`config.mk`:
```
export PLATFORM = sky130hd
export DESIGN_NAME = crc32_framed_packet_parser_flat
export DESIGN_NICKNAME = d
export VERILOG_FILES = /design/src/hw/rtl/crcfp_pkg.sv /design/src/hw/rtl/crcfp_ifs.sv /design/src/hw/rtl/crc32_framed_packet_parser.sv /design/src/hw/rtl/crcfp_in_reg.sv /design/src/hw/rtl/crcfp_core.sv /design/src/flat_wrapper.sv
export SDC_FILE = /design/constraint.sdc
export NUM_CORES = 1
export LEC_CHECK = 0
export BUFFER_PORTS_ARGS = -buffer_cell sky130_fd_sc_hd__buf_2
export CAP_MARGIN = 20
export CORE_AREA = 5 5 175 177
export DETAILED_ROUTE_END_ITERATION = 7
export DIE_AREA = 0 0 180 182
export PLACE_DENSITY = 0.59
export SLEW_MARGIN = 20
export SYNTH_ARGS = -nofsm -noshare
export SYNTH_HDL_FRONTEND = slang
export SYNTH_HIERARCHICAL = 1
export SYNTH_SLANG_ARGS = --single-unit
```
`constraint.sdc`:
```
create_clock -name clk_i -period 3.95 [get_ports clk_i]
set_clock_uncertainty 0.15 [all_clocks]
set_input_delay 0.9875 -clock clk_i [delete_from_list [all_inputs] [get_ports clk_i]]
set_output_delay 0.9875 -clock clk_i [all_outputs]
set_load 0.02 [all_outputs]
```
`src/hw/rtl/crcfp_pkg.sv`:
```
// crcfp_pkg: shared types and constants for the crc32 framed packet parser
// no dependencies; used by the channel interfaces, crcfp_in_reg and crcfp_core
`timescale 1ns / 1ps

package crcfp_pkg;

  localparam logic [7:0]  SyncA       = 8'hAA;
  localparam logic [7:0]  SyncB       = 8'h44;
  localparam logic [7:0]  SyncC       = 8'h12;
  localparam logic [31:0] CrcPoly     = 32'hEDB88320;
  localparam logic [15:0] MinFrameLen = 16'd6;
  localparam logic [15:0] MaxLenReset = 16'd156;

  typedef enum logic [1:0] {
    KIND_BODY = 2'd0,
    KIND_GOOD = 2'd1,
    KIND_BAD  = 2'd2
  } kind_e;

  typedef struct packed {
    logic [7:0] data_byte;
  } in_t;

  typedef struct packed {
    kind_e       result_kind;
    logic [7:0]  body_byte;
    logic [15:0] body_index;
    logic [15:0] frame_length;
  } out_t;

  typedef struct packed {
    logic [15:0] max_frame_len;
  } cfg_t;

endpackage

```
`src/hw/rtl/crcfp_ifs.sv`:
```
// crcfp channel interfaces: byte input, result output, configuration write
// depends on crcfp_pkg for the payload types
`timescale 1ns / 1ps

interface crcfp_in_if;
  logic            valid;
  logic            ready;
  crcfp_pkg::in_t  data;

  modport source (output valid, output data, input ready);
  modport sink   (input valid, input data, output ready);
endinterface

interface crcfp_out_if;
  logic            valid;
  logic            ready;
  crcfp_pkg::out_t data;

  modport source (output valid, output data, input ready);
  modport sink   (input valid, input data, output ready);
endinterface

interface crcfp_cfg_if;
  logic            valid;
  logic            ready;
  crcfp_pkg::cfg_t data;

  modport source (output valid, output data, input ready);
  modport sink   (input valid, input data, output ready);
endinterface

```
`src/hw/rtl/crc32_framed_packet_parser.sv`:
```
// crc32_framed_packet_parser: byte-serial sync/length frame parser, crc-32 check
// a byte transfer shows its result through the input register, then the result register
// throughput: one byte per cycle unless out_if stalls, set by the single-byte crc update and
// the phase register; a new byte is taken while an earlier result still waits on the output
// reset (rst_ni low, asynchronous): hunting for sync, crc and counts cleared, max length 156
// depends on crcfp_pkg, crcfp_ifs, crcfp_in_reg and crcfp_core
`timescale 1ns / 1ps

module crc32_framed_packet_parser (
  input  logic        clk_i,
  input  logic        rst_ni,
  crcfp_in_if.sink    in_if,
  crcfp_out_if.source out_if,
  crcfp_cfg_if.sink   cfg_if
);

  crcfp_in_if byte_if ();

  crcfp_in_reg u_in_reg (
    .clk_i  (clk_i),
    .rst_ni (rst_ni),
    .in_if  (in_if),
    .out_if (byte_if)
  );

  crcfp_core u_core (
    .clk_i  (clk_i),
    .rst_ni (rst_ni),
    .in_if  (byte_if),
    .out_if (out_if),
    .cfg_if (cfg_if)
  );

endmodule

```
`src/hw/rtl/crcfp_in_reg.sv`:
```
// crcfp_in_reg: input register stage for received bytes
// depends on crcfp_pkg and crcfp_in_if
`timescale 1ns / 1ps

module crcfp_in_reg (
  input  logic       clk_i,
  input  logic       rst_ni,
  crcfp_in_if.sink   in_if,
  crcfp_in_if.source out_if
);

  logic           valid_d, valid_q;
  crcfp_pkg::in_t data_q;
  logic           load;

  // refill in the same cycle the held byte moves on
  assign in_if.ready = !valid_q || out_if.ready;
  assign load        = in_if.valid && in_if.ready;

  always_comb begin
    valid_d = valid_q;
    if (in_if.ready) begin
      valid_d = in_if.valid;
    end
  end

  always_ff @(posedge clk_i or negedge rst_ni) begin
    if (!rst_ni) begin
      valid_q <= 1'b0;
    end else begin
      valid_q <= valid_d;
    end
  end

  always_ff @(posedge clk_i) begin
    if (load) begin
      data_q <= in_if.data;
    end
  end

  assign out_if.valid = valid_q;
  assign out_if.data  = data_q;

endmodule

```
`src/hw/rtl/crcfp_core.sv`:
```
// crcfp_core: sync hunt, length check, crc-32 update and result register
// depends on crcfp_pkg, crcfp_in_if, crcfp_out_if and crcfp_cfg_if
`timescale 1ns / 1ps

module crcfp_core (
  input  logic        clk_i,
  input  logic        rst_ni,
  crcfp_in_if.sink    in_if,
  crcfp_out_if.source out_if,
  crcfp_cfg_if.sink   cfg_if
);

  typedef enum logic [6:0] {
    PH_HUNT   = 7'b0000001,
    PH_WANT_B = 7'b0000010,
    PH_WANT_C = 7'b0000100,
    PH_LEN_LO = 7'b0001000,
    PH_LEN_HI = 7'b0010000,
    PH_BODY   = 7'b0100000,
    PH_CRC    = 7'b1000000
  } phase_e;

  // reflected crc-32 over one byte, bitwise over the low byte only
  function automatic logic [31:0] crc_byte(logic [31:0] crc, logic [7:0] b);
    logic [31:0] t;
    t = {24'h0, crc[7:0] ^ b};
    for (int k = 0; k < 8; k++) begin
      t = t[0] ? ((t >> 1) ^ crcfp_pkg::CrcPoly) : (t >> 1);
    end
    return {8'h0, crc[31:8]} ^ t;
  endfunction

  phase_e      phase_d, phase_q;
  logic [15:0] len_d, len_q;
  logic [15:0] taken_d, taken_q;
  logic [31:0] crc_d, crc_q;
  logic [31:0] rx_crc_d, rx_crc_q;
  logic [1:0]  crc_cnt_d, crc_cnt_q;
  logic [15:0] max_len_q;

  logic            out_valid_d, out_valid_q;
  crcfp_pkg::out_t out_q;
  crcfp_pkg::out_t res;
  logic            res_valid;

  logic        out_free;
  logic        fire;
  logic [7:0]  b;
  logic [15:0] len_new;
  logic [31:0] rx_new;

  assign out_free    = !out_valid_q || out_if.ready;
  assign fire        = in_if.valid && out_free;
  assign in_if.ready = out_free;
  assign b           = in_if.data.data_byte;
  assign len_new     = {b, len_q[7:0]};
  assign rx_new      = rx_crc_q | ({24'h0, b} << {crc_cnt_q, 3'b000});

  always_comb begin
    phase_d   = phase_q;
    len_d     = len_q;
    taken_d   = taken_q;
    crc_d     = crc_q;
    rx_crc_d  = rx_crc_q;
    crc_cnt_d = crc_cnt_q;
    res       = '0;
    res_valid = 1'b0;
    if (fire) begin
      unique case (phase_q)
        PH_WANT_B: begin
          crc_d   = crc_byte(crc_q, b);
          taken_d = taken_q + 16'd1;
          phase_d = (b == crcfp_pkg::SyncB) ? PH_WANT_C : PH_HUNT;
        end
        PH_WANT_C: begin
          crc_d   = crc_byte(crc_q, b);
          taken_d = taken_q + 16'd1;
          phase_d = (b == crcfp_pkg::SyncC) ? PH_LEN_LO : PH_HUNT;
        end
        PH_LEN_LO: begin
          crc_d   = crc_byte(crc_q, b);
          taken_d = taken_q + 16'd1;
          len_d   = {8'h00, b};
          phase_d = PH_LEN_HI;
        end
        PH_LEN_HI: begin
          if (len_new > max_len_q || len_new < crcfp_pkg::MinFrameLen) begin
            // out of bounds: drop the frame silently
            phase_d   = PH_HUNT;
            len_d     = '0;
            taken_d   = '0;
            crc_d     = '0;
            rx_crc_d  = '0;
            crc_cnt_d = '0;
          end else begin
            crc_d   = crc_byte(crc_q, b);
            taken_d = taken_q + 16'd1;
            len_d   = len_new;
            phase_d = PH_BODY;
          end
        end
        PH_BODY: begin
          crc_d   = crc_byte(crc_q, b);
          taken_d = taken_q + 16'd1;
          if (taken_q + 16'd1 == len_q) begin
            phase_d = PH_CRC;
          end
          res_valid        = 1'b1;
          res.result_kind  = crcfp_pkg::KIND_BODY;
          res.body_byte    = b;
          res.body_index   = taken_q;
          res.frame_length = len_q;
        end
        PH_CRC: begin
          rx_crc_d = rx_new;
          if (crc_cnt_q != 2'd3) begin
            crc_cnt_d = crc_cnt_q + 2'd1;
          end else begin
            res_valid        = 1'b1;
            res.result_kind  = (rx_new == crc_q) ? crcfp_pkg::KIND_GOOD
                                                 : crcfp_pkg::KIND_BAD;
            res.frame_length = len_q;
            phase_d   = PH_HUNT;
            len_d     = '0;
            taken_d   = '0;
            crc_d     = '0;
            rx_crc_d  = '0;
            crc_cnt_d = '0;
          end
        end
        default: begin
          // hunting: only the first sync byte starts a frame
          if (b == crcfp_pkg::SyncA) begin
            phase_d   = PH_WANT_B;
            len_d     = '0;
            taken_d   = 16'd1;
            crc_d     = crc_byte(32'h0, b);
            rx_crc_d  = '0;
            crc_cnt_d = '0;
          end
        end
      endcase
    end
  end

  always_comb begin
    out_valid_d = out_valid_q;
    if (out_free) begin
      out_valid_d = res_valid;
    end
  end

  always_ff @(posedge clk_i or negedge rst_ni) begin
    if (!rst_ni) begin
      phase_q     <= PH_HUNT;
      len_q       <= '0;
      taken_q     <= '0;
      crc_q       <= '0;
      rx_crc_q    <= '0;
      crc_cnt_q   <= '0;
      max_len_q   <= crcfp_pkg::MaxLenReset;
      out_valid_q <= 1'b0;
    end else begin
      phase_q     <= phase_d;
      len_q       <= len_d;
      taken_q     <= taken_d;
      crc_q       <= crc_d;
      rx_crc_q    <= rx_crc_d;
      crc_cnt_q   <= crc_cnt_d;
      out_valid_q <= out_valid_d;
      if (cfg_if.valid) begin
        max_len_q <= cfg_if.data.max_frame_len;
      end
    end
  end

  always_ff @(posedge clk_i) begin
    if (fire && res_valid) begin
      out_q <= res;
    end
  end

  assign cfg_if.ready = 1'b1;
  assign out_if.valid = out_valid_q;
  assign out_if.data  = out_q;

  // an accepted frame is never shorter than the minimum
  a_body_len_min: assert property (@(posedge clk_i) disable iff (!rst_ni)
    phase_q == PH_BODY |-> len_q >= crcfp_pkg::MinFrameLen)
    else $error("body phase with frame length below minimum");

  // the body always ends before the byte count reaches the length
  a_body_in_range: assert property (@(posedge clk_i) disable iff (!rst_ni)
    phase_q == PH_BODY |-> taken_q < len_q)
    else $error("body byte count overran frame length");

  // the fourth crc byte closes the frame
  a_crc_close: assert property (@(posedge clk_i) disable iff (!rst_ni)
    fire && phase_q == PH_CRC && crc_cnt_q == 2'd3 |=> phase_q == PH_HUNT)
    else $error("frame not closed after last crc byte");

  a_crc_cnt_phase: assert property (@(posedge clk_i) disable iff (!rst_ni)
    crc_cnt_q != 2'd0 |-> phase_q == PH_CRC)
    else $error("crc byte count set outside crc phase");

  a_out_index: assert property (@(posedge clk_i) disable iff (!rst_ni)
    out_valid_q && out_q.result_kind == crcfp_pkg::KIND_BODY
      |-> out_q.body_index < out_q.frame_length)
    else $error("body index not below frame length");

endmodule
```
`src/flat_wrapper.sv`:
```
// flat-port wrapper written by rule: the top's interface ports become plain ports
module crc32_framed_packet_parser_flat 
  (clk_i, rst_ni, in_if_valid, in_if_data, in_if_ready, out_if_valid, out_if_data, out_if_ready, cfg_if_valid, cfg_if_data, cfg_if_ready);
  crcfp_in_if in_if_i ();
  crcfp_out_if out_if_i ();
  crcfp_cfg_if cfg_if_i ();
  input  logic clk_i;
  input  logic rst_ni;
  input wire logic [$bits(in_if_i.valid)-1:0] in_if_valid;
  input wire logic [$bits(in_if_i.data)-1:0] in_if_data;
  output wire logic [$bits(in_if_i.ready)-1:0] in_if_ready;
  output wire logic [$bits(out_if_i.valid)-1:0] out_if_valid;
  output wire logic [$bits(out_if_i.data)-1:0] out_if_data;
  input wire logic [$bits(out_if_i.ready)-1:0] out_if_ready;
  input wire logic [$bits(cfg_if_i.valid)-1:0] cfg_if_valid;
  input wire logic [$bits(cfg_if_i.data)-1:0] cfg_if_data;
  output wire logic [$bits(cfg_if_i.ready)-1:0] cfg_if_ready;
  assign in_if_i.valid = in_if_valid;
  assign in_if_i.data = in_if_data;
  assign in_if_ready = in_if_i.ready;
  assign out_if_valid = out_if_i.valid;
  assign out_if_data = out_if_i.data;
  assign out_if_i.ready = out_if_ready;
  assign cfg_if_i.valid = cfg_if_valid;
  assign cfg_if_i.data = cfg_if_data;
  assign cfg_if_ready = cfg_if_i.ready;
  crc32_framed_packet_parser u_core (.clk_i(clk_i), .rst_ni(rst_ni), .in_if(in_if_i), .out_if(out_if_i), .cfg_if(cfg_if_i));
endmodule
```
* Word level (Yosys, flattened, before mapping)
Cells that the tools add are included.
W data, S select, Z words.
** Cells by class
- Add/subtract/negate cells :: 2
- $lt $le $gt $ge :: 2
- Equal/unequal tests :: 15
- Shift-type cells :: 1
- Multiplexer cells :: 48
- Bitwise gates (word level) :: 23
- Reduce and logical (&&, ||, !) cells :: 21
** Operator list (number)
- $mux W32 :: 22
- $not A13 Y14 :: 14
- $pmux W32 S3 :: 2
- $mux W16 :: 6
- $pmux W16 S4 :: 1
- $pmux W16 S3 :: 1
- $pmux W7 S6 :: 1
- $eq A32 B32 Y1 :: 1
- $or A32 B32 Y32 :: 1
- $pmux W16 S2 :: 1
- $shl A8 B5 Y32 :: 1
- $xor A24 B32 Y32 :: 1
- $not A1 Y14 :: 2
- $mux W7 :: 3
- $add A16 B1 Y16 const B :: 1
- $eq A16 B16 Y1 :: 1
- $gt A16 B16 Y1 :: 1
- $lt A16 B3 Y1 const B :: 1
- $reduce_and A4 Y1 :: 3
- $eq A8 B5 Y1 const B :: 1
- $eq A8 B7 Y1 const B :: 1
- $eq A8 B8 Y1 const B :: 1
- $mux W2 :: 4
- $ne A2 B2 Y1 const B :: 4
- other kinds (26) :: 37
** Storage, ports and cells
- Bits in registers :: 173
- Input port bits :: 29

* Logic depth before layout (Yosys ltp)
- Depth in word-level cells :: 20
- Mapped depth :: 13

* Modules after synthesis
The synthesis kept the hierarchy.
** By module, submodules not included
- crcfp_core :: instances 1, cells each 984, area an instance 9644.2 um^2
- crcfp_in_reg :: instances 1, cells each 12, area an instance 294.0 um^2

* Worst setup path after synthesis
No wires, ideal clock.
- Path type :: register -> register
- Start :: register u_core.u_in_reg.data_q (netlist bit u_core/u_in_reg/out_if.data[3])
- End :: register u_core.u_core.rx_crc_q[15]
- Library setup time :: 132 ps
- Arrival :: 2817 ps
- Data required time :: 3668 ps
- Slack :: 851 ps
- Cell stages (with the launch flop) :: 13
- Clock period less this slack :: 3099 ps
- Cell sequence :: edfxtp_1 clkbuf_1 clkbuf_1 inv_1 ha_1 a21boi_0 o31a_1 or4b_4 and3b_1 buf_6 buf_8 a31oi_1 nor2_1
** On the way
- Cells in the longest elaborated chain, start to end :: 4
** RTL lines
- from (decl) :: RTL line crcfp_in_reg.sv:13 : crcfp_pkg::in_t data_q;
- from (signal assigned) :: RTL line crcfp_in_reg.sv:37 : data_q <= in_if.data;
- $gt A16 B16 Y1 / $lt A16 B3 Y1 (equally long branches) :: RTL line crcfp_core.sv:87 : if (len_new > max_len_q || len_new < crcfp_pkg::MinFrameLen) begin
- $logic_or A1 B1 Y1 :: RTL line crcfp_core.sv:87
- $ne A2 B2 Y1 (no line)
- $reduce_and A4 Y1 (no line) (*)
- to (signal assigned) :: RTL line crcfp_core.sv:168 : rx_crc_q <= rx_crc_d;
- to (decl) :: RTL line crcfp_core.sv:37 : logic [31:0] rx_crc_d, rx_crc_q;
Mark *: on every way between the ends. The rest lies on a longest branch, timed or not.
A chain may end at the register's enable or synchronous reset.

* Worst setup path in the final report
- Start :: register u_core.u_in_reg.data_q (netlist bit u_core/u_in_reg/out_if.data[5])
- End :: register u_core.u_core.crc_q[8]
** On the way
- Cells in the longest elaborated chain, start to end :: 4
** RTL lines
- $gt A16 B16 Y1 / $lt A16 B3 Y1 (equally long branches) :: RTL line crcfp_core.sv:87
- $logic_or A1 B1 Y1 :: RTL line crcfp_core.sv:87
- $mux W32 :: RTL line crcfp_core.sv:87
- $pmux W32 S3 :: RTL line crcfp_core.sv:69 : unique case (phase_q)
- to (signal assigned) :: RTL line crcfp_core.sv:167 : crc_q <= crc_d;
- to (decl) :: RTL line crcfp_core.sv:36 : logic [31:0] crc_d, crc_q;
Parallel ways exist; a longest one is shown, timed or not.

==> results.json <==
{
  "layout.nets": 1101,
  "post_drt_wl_per_cell_um": 18.2,
  "synth.top_cells.by_count": "xnor2_1 (119), dfrtp_1 (118), nor2_1 (98)",
  "cts_tree": "yes",
  "period_minus_slack_ps": 3350,
  "place_hpwl_mm": 18.5,
  "setup.worst_path.start_class": "flop",
  "hold_viol": 0,
  "max-clock-path-buffers": 2,
  "syn_nets": 1053,
  "htreeDepth": 4,
  "critPathRequiredTime_ps": 4150,
  "ys.flop_type": "dfrtp_1",
  "antenna_found_initial": 0,
  "clkTransAtPathRegs_ps": 70,
  "max_cap_viol_count": 0,
  "tns_ps": 0,
  "drive_gt1_share_pct": 15.3,
  "core_area_mm2": 0.0291,
  "worstPathArrival_ps": 3550,
  "final_area_mm2": 0.0112,
  "p_per_area_mw_per_mm2": 750,
  "grt_usage_pct": 15.9,
  "initial_utilization_pct": 34.2,
  "drt_iter0_drc": 635,
  "min_to": "u_core/u_core/rx_crc_q[6]",
  "ys_warn_count": 6,
  "avgViaCountPerCell": 5.26,
  "dpl_cell_area_mm2": 0.0107,
  "via_count": 7606,
  "cts_hold_buf": 0,
  "hold_class": "reg2reg",
  "clock_sinks": 173,
  "detail-route-antenna-nets": 0,
  "post_cts_resized": 0,
  "netlist.area_leader.share_pct": 29.7,
  "synth_largest_area_cell": "dfrtp_1",
  "async_reset_ff_share_pct": 71.1,
  "design.die.area_mm2": 0.0328,
  "synth_cells": 996,
  "portBuffers": 72,
  "clockRootBuffer": "clkbuf_16",
  "worst_pin_slew_ps": 769,
  "r2r_end": "u_core/u_core/crc_q[8]",
  "vdd_drop_max_mv": 0.339,
  "cts_setup_buffers": 0,
  "setup_ws_ps": 599,
  "yosysMostFrequentCell": "xnor2_1",
  "syn_area_per_cell_um2": 9.98,
  "r2r_start": "u_core/u_in_reg/out_if.data[5]",
  "min_from": "u_core/u_core/rx_crc_q[6]",
  "die_w_um": 180,
  "gp_congestion": 0.894,
  "synth_area_leaders": "dfrtp_1 (30%), edfxtp_1 (15%), xnor2_1 (10%)",
  "die_y_um": 182,
  "rr_worst_depth": 9,
  "grt_pass1_vias": 7336,
  "min_period_over_period_pct": 84.8,
  "rsz0062_at_grt": "no",
  "slew_violations": 0,
  "grt_pass1_wl_mm": 41.6,
  "slew_headroom_pct": 48.3,
  "finalSetupViolCount": 0,
  "synthDistinctLibCells": 71,
  "antenna_cells": 0,
  "grt_start_max_net_pins": 59,
  "cts_buffers": 17,
  "synth_edf_count": 50,
  "fmax_mhz": 298,
  "postRouteWirelength_mm": 26.3,
  "io_pins": 74,
  "end_kind": "flop",
  "synthToLayoutAreaGrowth_pct": 13.0,
  "dp_slack_ps": 608,
  "drc": 0,
  "crit_fanout": 27,
  "ys_seq_area_share_pct": 46.1,
  "r2r_slack_ps": 600,
  "final_util_pct": 38.6,
  "rows": 63,
  "synthesis.area_mm2": 0.00994,
  "leakagePower_nw": 4.67,
  "clk_latency_ps": 430,
  "critPathKind": "reg2reg",
  "dr.pass1.iters": 5,
  "ys_ff_latch": 173,
  "status": "complete, no violations",
  "overflow": 0,
  "hold_depth": 2
}
[layout by cell type (no fill, tap or decap), types with 24 or more instances in the layout]
cell type / netlist / final
a31oi_1: 48 / 48
dfrtp_1: 118 / 118
xnor2_1: 119 / 119
edfxtp_1: 50 / 50
o21ai_0: 38 / 38
nor2_1: 98 / 98
buf_4: 5 / 30
a21oi_1: 62 / 62
inv_1: 24 / 24
and2_1: 39 / 39
xor2_1: 39 / 39
buf_2: 18 / 71
nand2_1: 51 / 51
ha_1: 28 / 28
[power by group]
group / leakage, nW / internal [mW] / switching, mW
combinational: 2.36 / 1.69 / 2.41
sequential: 2.04 / 2.28 / 0.468
clock: 0.259 / 0.818 / 0.756
[metrics by stage]
stage	power [mW]	cells	hold WS (ps)
after floorplan	5.83	996	313
after global placement	6.81	1415	325
after detailed placement	6.85	1415	333
after CTS	8.46	1447	347
after global routing	8.97	1447	357
final	8.42	1447	345
[routing by layer]
metal | global-route usage [%] | share of wire (%) | vias to the layer above
met5 | 0 | 0 | -
met4 | 5.43 | 2.4 | 0
met3 | 2.86 | 4.2 | 36
met2 | 25.2 | 47 | 196
met1 | 21.9 | 46 | 3765
li1 | - | - | 3609
[kinds of logic (layout without fill, tap and decap cells)]
kind of cell	count (synthesis)	count (layout)	share of synthesized area [%]
xor+xnor	167	167	15.6
simple gates	302	302	15.4
mux	4	4	0.415
flops	173	173	46.1
fa+ha+maj	28	28	3.53
compound gates	223	223	14.3
buf+inv	98	159	4.61
other cells	1	1	0.0377
[critical path: stages (launching register included)]
cell and delay (ps):
edfxtp_1 460, ha_1 340, a21o_1 160, a21o_1 170
a2111o_1 420, or4b_4 530, nand2_2 420, buf_4 350
a21oi_1 90, o21ai_0 160
[layout make-up]
cell class,instances,area [µm²]
clock inverter,14,113
clock buffer,18,429
tap,390,488
sequential,173,4590
inverter,25,93.8
multi-input combinational,725,4920
timing repair buffer,102,601
fill,2873,17900
[worst max-delay path by stage]
stage                                              start                          to  slack [ps]  cells after the start
after floorplan           u_core/u_in_reg/out_if.data[3]  u_core/u_core/rx_crc_q[15]         850                     12
after global placement    u_core/u_in_reg/out_if.data[5]      u_core/u_core/crc_q[8]         650                      9
after detailed placement  u_core/u_in_reg/out_if.data[5]      u_core/u_core/crc_q[8]         610                      9
after CTS                 u_core/u_in_reg/out_if.data[5]      u_core/u_core/crc_q[5]         610                      9
after global routing      u_core/u_in_reg/out_if.data[4]      u_core/u_core/crc_q[8]         390                      9
final                     u_core/u_in_reg/out_if.data[5]      u_core/u_core/crc_q[8]         600                      9
[registers in the layout, indices dropped and copies added, names as in the netlist, 2 cells and up]
register and count:
u_core/u_in_reg/out_if.data 8, u_core/u_core/taken_q 16, u_core/u_core/phase_q 7, u_core/u_core/out_if.data 42, u_core/u_core/len_q 16, u_core/u_core/rx_crc_q 32, u_core/u_core/max_len_q 16, u_core/u_core/crc_cnt_q 2
u_core/u_core/crc_q 32
Note: power is estimated with default switching activity, not from simulation.
